`config.mk`:
```
export PLATFORM = sky130hd
export DESIGN_NAME = ecd_ram
export DESIGN_NICKNAME = d
export VERILOG_FILES = /design/src/design/event_channel_demux_top_macros.svh /design/src/design/ecd_ram.sv
export SDC_FILE = /design/constraint.sdc
export NUM_CORES = 1
export LEC_CHECK = 0
export BUFFER_PORTS_ARGS = -buffer_cell sky130_fd_sc_hd__buf_2
export CORE_UTILIZATION = 56
export DETAILED_ROUTE_END_ITERATION = 10
export GPL_ROUTABILITY_DRIVEN = 0
export PLACE_DENSITY = 0.75
export SLEW_MARGIN = 20
export SYNTH_ARGS = -nofsm -noshare
export SYNTH_HDL_FRONTEND = slang
export SYNTH_SLANG_ARGS = --single-unit
```
`constraint.sdc`:
```
create_clock -name clk -period 2.22 [get_ports clk]
set_clock_uncertainty 0.1 [all_clocks]
set_input_delay 0.333 -clock clk [delete_from_list [all_inputs] [get_ports clk]]
set_output_delay 0.333 -clock clk [all_outputs]
set_load 0.03 [all_outputs]
```
`src/design/event_channel_demux_top_macros.svh`:
```
// ---------------------------------------------------------------------------
// event_channel_demux_top_macros
// Assertion macros for the event channel demux top design file.
// ---------------------------------------------------------------------------
`ifndef EVENT_CHANNEL_DEMUX_TOP_MACROS_SVH
`define EVENT_CHANNEL_DEMUX_TOP_MACROS_SVH

`ifndef ASSERT_OFF
`define ECD_ASSERT(lbl, clk, rst_n, prop, msg) \
    lbl: assert property (@(posedge clk) disable iff (!rst_n) prop) else $error(msg);
`define ECD_ASSERT_IMPL(lbl, clk, rst_n, pre, post, msg) \
    lbl: assert property (@(posedge clk) disable iff (!rst_n) (pre) |-> (post)) else $error(msg);
`else
`define ECD_ASSERT(lbl, clk, rst_n, prop, msg)
`define ECD_ASSERT_IMPL(lbl, clk, rst_n, pre, post, msg)
`endif

`endif

```
`src/design/ecd_ram.sv`:
```
// ---------------------------------------------------------------------------
// ecd_ram
// Generic single-write, single-read RAM with registered read data.
// ---------------------------------------------------------------------------
module ecd_ram
#(
    parameter int WIDTH = 8,
    parameter int DEPTH = 64,
    parameter int AW    = (DEPTH > 1) ? $clog2(DEPTH) : 1
)
(
    input  logic             clk,
    input  logic             we,
    input  logic [AW-1:0]    waddr,
    input  logic [WIDTH-1:0] wdata,
    input  logic [AW-1:0]    raddr,
    output logic [WIDTH-1:0] rdata
);

    logic [WIDTH-1:0] mem [DEPTH];

    always_ff @(posedge clk)
    begin
        if (we)
        begin
            mem[waddr] <= wdata;
        end
        rdata <= mem[raddr];
    end

endmodule

```
==> Yosys cells after proc, flatten, opt, wreduce, memory -nomap -nowiden <==
Memories as Yosys holds them, arrays and structs flattened. A register that Yosys moved wholly into a read port is not among the register bits.
Index checks and enable logic that the tools add are counted.
{ "word_totals": {"ff_bits": 0, "ramBits": 512, "inputBits": 22, "out_inout_bits": 8, "word_cells": 3, "n_memories": 1} }
{ "memory_table": {"columns": ["memory", "depth", "width", "read_ports", "rd_ports_with_merged_regs", "wr", "line_no", "source"], "rows": [
  ["mem", 64, 8, 1, 1, 1, "ecd_ram.sv:20", "logic [WIDTH-1:0] mem [DEPTH];"]
]} }
{ "classes": {"muxes": 2} }
{ "op_table": {"columns": ["op", "count"], "rows": [
  ["$mux W1", 2]
]} }

==> Longest topological paths before layout <==
Gate-level depths: netlist of run 1.
{ "logic_depth": {"ltp_word": 2, "depth_mapped": 9, "depth_no_buf": 5} }

==> Worst setup path after synthesis of run 1 <==
OpenSTA, ideal clock, no wires.
{ "synth_path": {"path_kind": "input to register", "from": "input port raddr[1]", "to": "register rdata[3], read port of mem", "setup_ns": 0.128, "arrival_time_ns": 1.873, "required_time_ns": 1.992, "path_slack_ns": 0.119, "stages": 7, "path_buffers": 3, "cell_sequence": "buf_4 -> buf_2 -> buf_2 -> mux4_2 -> mux4_2 -> o21ai_1 -> o41ai_1"} }
{ "synth_lines": {"columns": ["element", "line_no", "source"], "rows": [
  ["start: declaration", "ecd_ram.sv:16", "input logic [AW-1:0] raddr,"],
  ["end: declaration", "ecd_ram.sv:17", "output logic [WIDTH-1:0] rdata"]
]} }

==> flow_summary.toml, run 1 <==
[status]
status = "finished, final reports clean"

[drt]
post_drt_via_cell_ratio = 6.305
wl_met3_mm = 3.502
drc_errors = 0
antenna_left = 0
highest_layer = "met5"
met1_length_mm = 17.67
wl_mm = 44.90
via_count = 10260
dr_wl_met2_mm = 21.99
first_pass_iters = 5
detail_route.wl_per_cell_um = 27.58
drt_iter0_drc = 1303

[clocking]
cts_buffers = 50
cts_tree = "built"
ctsResizeCount = 0
cts_sinks = 520
cts-root-buf = "clkbuf_16"
post_cts_buffers = 0
h-tree-depth = 2
cts.hold.buffers_added = 0
clock_path_buffers = 3
cts.clk_slew.worst_paths_ns = 0.06
clkLatencyLatePin_ns = 0.59

[power_and_ir_drop]
internal_power_mw = 16.40
swShare_pct = 20.46
combPwrFrac_pct = 5.7
seqPwrFrac_pct = 52.9
ir_drop_uv = 626.8
power.net_switching_mw = 4.217
power_density_nw_per_um2 = 869.6
leakage_nw = 7.798
p_clk_share_pct = 41.5

[setup_path]
crit_slowest_cell = "mux4_2"
critPathLaunchType = "register"
crit_chain = "mux4_2, mux2_2, o221a_2, nor3_1, o32ai_1"
critPathKind = "reg -> reg"
cp-end-kind = "register"
max_stage_delay_ns = 0.48
critPathRequiredTime_ns = 2.56
crit_buf_inv = 0
path_delay_family = "multiplexers"
crit_arrival_ns = 2.46
path_max_fanout = 1

[logic_synthesis]
yosys-top-cells-area = "edfxtp_1 76%, mux4_2 14%, nor2_1 1.5%"
yosysUniqueCellTypes = 40
synth_seq_cells = 520
synth_area_per_cell_um2 = 21.45
ys_async_sr_fraction_pct = 0
synth_largest_area_cell = "edfxtp_1"
synthesis.area_um2 = 20170
synth_nets = 962
ys.flop_type = "edfxtp_1"
synth-edff-count = 512
yosysWarningCount = 0
synth_top_area_share_pct = 76.24
synthCells = 940
seq_area_frac_synth_pct = 77.03

[grt]
grt_start_max_net_pins = 65
track_usage_pct = 25.63
gr-total-overflow = 0
grt_pass1_wl_mm = 67.12
antenna_found_initial = 2
grt_pass1_vias = 10390

[timing]
clock.fmax_mhz = 471.4
worst_slack_ns = 0.09859
fin_tns_setup_ns = 0
slew_violations = 0
fin_crit_sh_pct = 95.56
period_minus_slack_ns = 2.121
grt_setup_unrepaired = "false"
hold_violations = 0
whs_ns = 0.1107
worst_slew_pin_slew_ns = 0.5910
maxSlewHeadroom_pct = 60.51
finalSetupViolCount = 0

[finish]
area_delta_synth_final_pct = 17.56
n_antenna_cell = 0
stdcell_count = 1628
design_area_um2 = 23710
final_common_cell = "edfxtp_1"
layout-drive-gt1-share_pct = 34.53
nNetsFinal = 1151
mostFrequentLayoutCells = "512 x edfxtp_1, 140 x buf_4, 126 x mux4_2"

[floorplanning]
dieArea_um2 = 36780
fp.coreArea_um2 = 35480
die_x_um = 191.8
ioPinCount = 30
num_rows = 69
start_util_pct = 56.84
die_y_um = 191.8

[placed_design]
place_ws_ns = -0.3322
dp_hpwl_mm = 28.41
placed_cell_area_um2 = 22040
dp_cells = 1538
portBuffers = 29

[job]
maxCapViolCount = 0

[min_path]
hold_class = "in -> reg"
flip-flops by register name, summed over array words and instances, names as in the netlist:
register  count
mem         512
rdata         8
tightest hold or removal path, cell delays in order:
cell and delay, ns:
buf_2 0.23, nand2_1 0.11, o2bb2ai_1 0.06
per-stage QoR:
| stage | power, mW | utilization (%) |
|---|---|---|
| 5_1_grt | 21.11 | 66.81 |
| 2_1_floorplan | 11.71 | - |
| 3_3_place_gp | 12.24 | 62.12 |
| 6_report | 20.62 | 66.81 |
| 4_1_cts | 20.69 | 66.81 |
| 3_5_place_dp | 12.27 | 62.12 |
power by group through the flow:
stage                     clock network (mW)  logic, mW  registers (mW)
after CTS                               8.62       1.17            10.9
after floorplan                            0      0.579            11.1
after global routing                    8.98       1.23            10.9
final                                   8.55       1.17            10.9
after global placement                     0       1.13            11.1
after detailed placement                   0       1.16            11.1
layout make-up:
type,count,area [um2]
Timing Repair Buffer,188,1615
Sequential cell,520,15530
Clock inverter,26,257.7
Fill cell,2206,11780
Clock buffer,64,1408
Tap cell,461,576.8
Multi-Input combinational cell,369,4315
Yosys cell counts, types with 4 or more instances:
cell / number
nor2_1: 83
mux4_2: 126
dfxtp_1: 8
nand3_1: 13
buf_6: 4
nor3_1: 7
buf_1: 4
o221ai_1: 8
clkbuf_1: 17
buf_4: 13
a221oi_1: 6
nor2b_1: 14
buf_2: 11
edfxtp_1: 512
o22ai_1: 8
a211oi_1: 4
mux2_2: 13
nand2_1: 19
nand2b_1: 7
mux2i_1: 23
layer usage:
layer | vias up | GRT usage (%)
met5 | - | 0
met4 | 2 | 10.47
met3 | 98 | 5.153
met2 | 499 | 40.88
met1 | 5355 | 34.95
li1 | 4310 | -
cells by family after synthesis:
kind of cell | share of synthesized area, %
AO/OA/AOI/OAI | 2.072
AND/OR/NAND/NOR | 3.387
flip-flops | 77.03
buffers and inverters | 1.570
multiplexers | 15.94
worst paths after layout:
check                                           from                to  cells after the start  slack [ns]
worst max-delay path            mem[21][4]$_DFFE_PP_  rdata[4]$_DFF_P_                      5         0.1
worst min register to register  mem[30][6]$_DFFE_PP_  rdata[6]$_DFF_P_                      3        0.74
worst max register to register  mem[21][4]$_DFFE_PP_  rdata[4]$_DFF_P_                      5         0.1
worst min-delay path                        raddr[5]  rdata[2]$_DFF_P_                      3        0.11
No activity file was read; power rests on OpenSTA's default activity.
==> inputs of run 2 (changes only) <==
Settings changed: CAP_MARGIN set to 0, PLACE_DENSITY 0.75 to not set, PLACE_DENSITY_LB_ADDON set to 0.15.
==> run 2 against run 1 <==
Compared with the run above:
- the flow now finishes with violations (design-rule violations)
- final cell count is 0.55% higher
- count of clock-buffer cells in the layout is 3 higher
- via count is 1.6% lower
- sequential power hardly changed
- cell area is 0.52% lower
- total power is 1.8% lower
- flip-flop and latch count stayed put
- clock power is 4.3% lower
- non-clock buffer count is 4 higher
- register-to-register slack worse by 0.03 ns
- fmax is 1.2% lower
==> flow_summary.toml, run 2 (same netlist as run 1, synthesis figures left out) <==
[clocking]
cts_tree = "built"
cts-root-buf = "clkbuf_16"
cts.hold.buffers_added = 0
h-tree-depth = 2
cts.clk_slew.worst_paths_ns = 0.06
cts_buffers = 51
post_cts_buffers = 0
cts_sinks = 520
clkLatencyLatePin_ns = 0.56
clock_path_buffers = 3
ctsResizeCount = 0

[placed_design]
dp_hpwl_mm = 28.47
portBuffers = 29
place_ws_ns = -0.4103
placed_cell_area_um2 = 22000

[finish]
final_common_cell = "edfxtp_1"
n_antenna_cell = 0
design_area_um2 = 23580
fin_util_pct = 66.47
largest_register_ff_count = 512
seqCellArea_um2 = 15530
area_delta_synth_final_pct = 16.94
nNetsFinal = 1156
mostFrequentLayoutCells = "512 x edfxtp_1, 153 x buf_4, 126 x mux4_2"
layout-drive-gt1-share_pct = 33.76
fill_cells = 2314
multi_input_comb_area_um2 = 4315
largestRegisters = "mem (512), rdata (8)"
top_register = "mem"

[floorplanning]
fp.coreArea_um2 = 35480
start_util_pct = 56.84
num_rows = 69
die_x_um = 191.8
ioPinCount = 30
dieArea_um2 = 36780
die_y_um = 191.8

[setup_path]
crit_arrival_ns = 2.47
r2r_start = "mem[50][7]$_DFFE_PP_"
cp-end-kind = "register"
r2r-end = "rdata[7]$_DFF_P_"
critPathKind = "reg -> reg"
critPathLaunchType = "register"
critPathRequiredTime_ns = 2.55
path_max_fanout = 1
critPathCapture = "rdata[7]$_DFF_P_"
r2r_slack_ns = 0.07
ff2ff_path_depth = 4
startpoint = "mem[50][7]$_DFFE_PP_"

[drt]
first_pass_iters = 10
antenna_left = 0
wl_mm = 44.63
drc_errors = 2
post_drt_via_cell_ratio = 6.167
via_count = 10100
drt_iter0_drc = 955
detail_route.wl_per_cell_um = 27.26

[grt]
use_met3_pct = 4.276
gr-usage-met2_pct = 39.02
track_usage_pct = 25.41
grt_pass1_vias = 10270
grt_busiest_layer = "met2"
grt_start_max_net_pins = 65
antenna_found_initial = 2
grt_pass1_wl_mm = 65.86
gr-total-overflow = 0
grtUsageMet1_pct = 37.37

[power_and_ir_drop]
power_density_nw_per_um2 = 858.3
power.net_switching_mw = 4.184
p_clk_share_pct = 40.4
ir_drop_uv = 737.7
swShare_pct = 20.67
total_power_mw = 20.24
combPwrFrac_pct = 5.7
seqPwrFrac_pct = 53.8
internal_power_mw = 16.06
leakage_nw = 7.739

[timing]
grt_setup_unrepaired = "false"
finalSetupViolCount = 0
hold_violations = 0
fin_crit_sh_pct = 96.70
clock.fmax_mhz = 465.8
period_minus_slack_ns = 2.147
maxSlewHeadroom_pct = 33.35
worst_slack_ns = 0.07320
worst_slew_pin_slew_ns = 0.9998
slew_violations = 0

[status]
violations = "design-rule violations"
status = "finished with violations"

[job]
maxCapViolCount = 0

[min_path]
hold_class = "in -> reg"
## run 2: cell types whose count changed in the layout (fill, tap and decap cells not counted), sizes merged
cell and delta:
clkbuf +3, buf +4, clkinv +4, bufinv -2
## run 2: critical path: stages (launching register included)
cell      delay [ns]
edfxtp_1        0.37
mux4_2          0.52
mux4_2          0.48
o21ai_0         0.46
nand2_1         0.09
## run 2: per-stage QoR
stage | TNS, ns | cells | hold slack, ns
2_1_floorplan | 0 | 940 | 0.3319
3_3_place_gp | -1.450 | 1542 | 0.6812
3_5_place_dp | -1.595 | 1542 | 0.6705
4_1_cts | 0 | 1637 | 0.07198
5_1_grt | 0 | 1637 | 0.1120
6_report | 0 | 1637 | 0.08807
## run 2: worst min-delay path by stage
| stage | startpoint | endpoint | slack, ns | cells after the start |
|---|---|---|---|---|
| detailed placement | raddr[5] | rdata[1]$_DFF_P_ | 0.67 | 3 |
| global route | raddr[5] | rdata[1]$_DFF_P_ | 0.11 | 3 |
| floorplan | wdata[0] | mem[0][0]$_DFFE_PP_ | 0.33 | 0 |
| finish | raddr[5] | rdata[1]$_DFF_P_ | 0.09 | 3 |
| global placement | raddr[5] | rdata[0]$_DFF_P_ | 0.68 | 3 |
| CTS | raddr[5] | rdata[1]$_DFF_P_ | 0.07 | 3 |
## run 2: cell type report
type	instances	area share, %
flip-flops and latches	520	65.87
well taps	461	2.446
repair buffers	192	6.690
multi-input cells	369	18.30
clock buffers	67	5.846
clock inverters	28	0.8489
## run 2: power by group through the flow
stage               Sequential, mW  Clock [mW]  Combinational (mW)
finish                        10.9        8.18                1.16
global route                  10.9        8.66                1.24
CTS                           10.9        8.30                1.17
detailed placement            11.1           0                1.17
global placement              11.1           0                1.15
floorplan                     11.1           0               0.579
## run 2: per-layer routing
layer  vias to the layer above  share of wire [%]
met2                       411                 48
li1                       4322                  -
met5                         -              0.061
met3                        90                7.5
met4                         4                3.2
met1                      5268                 42
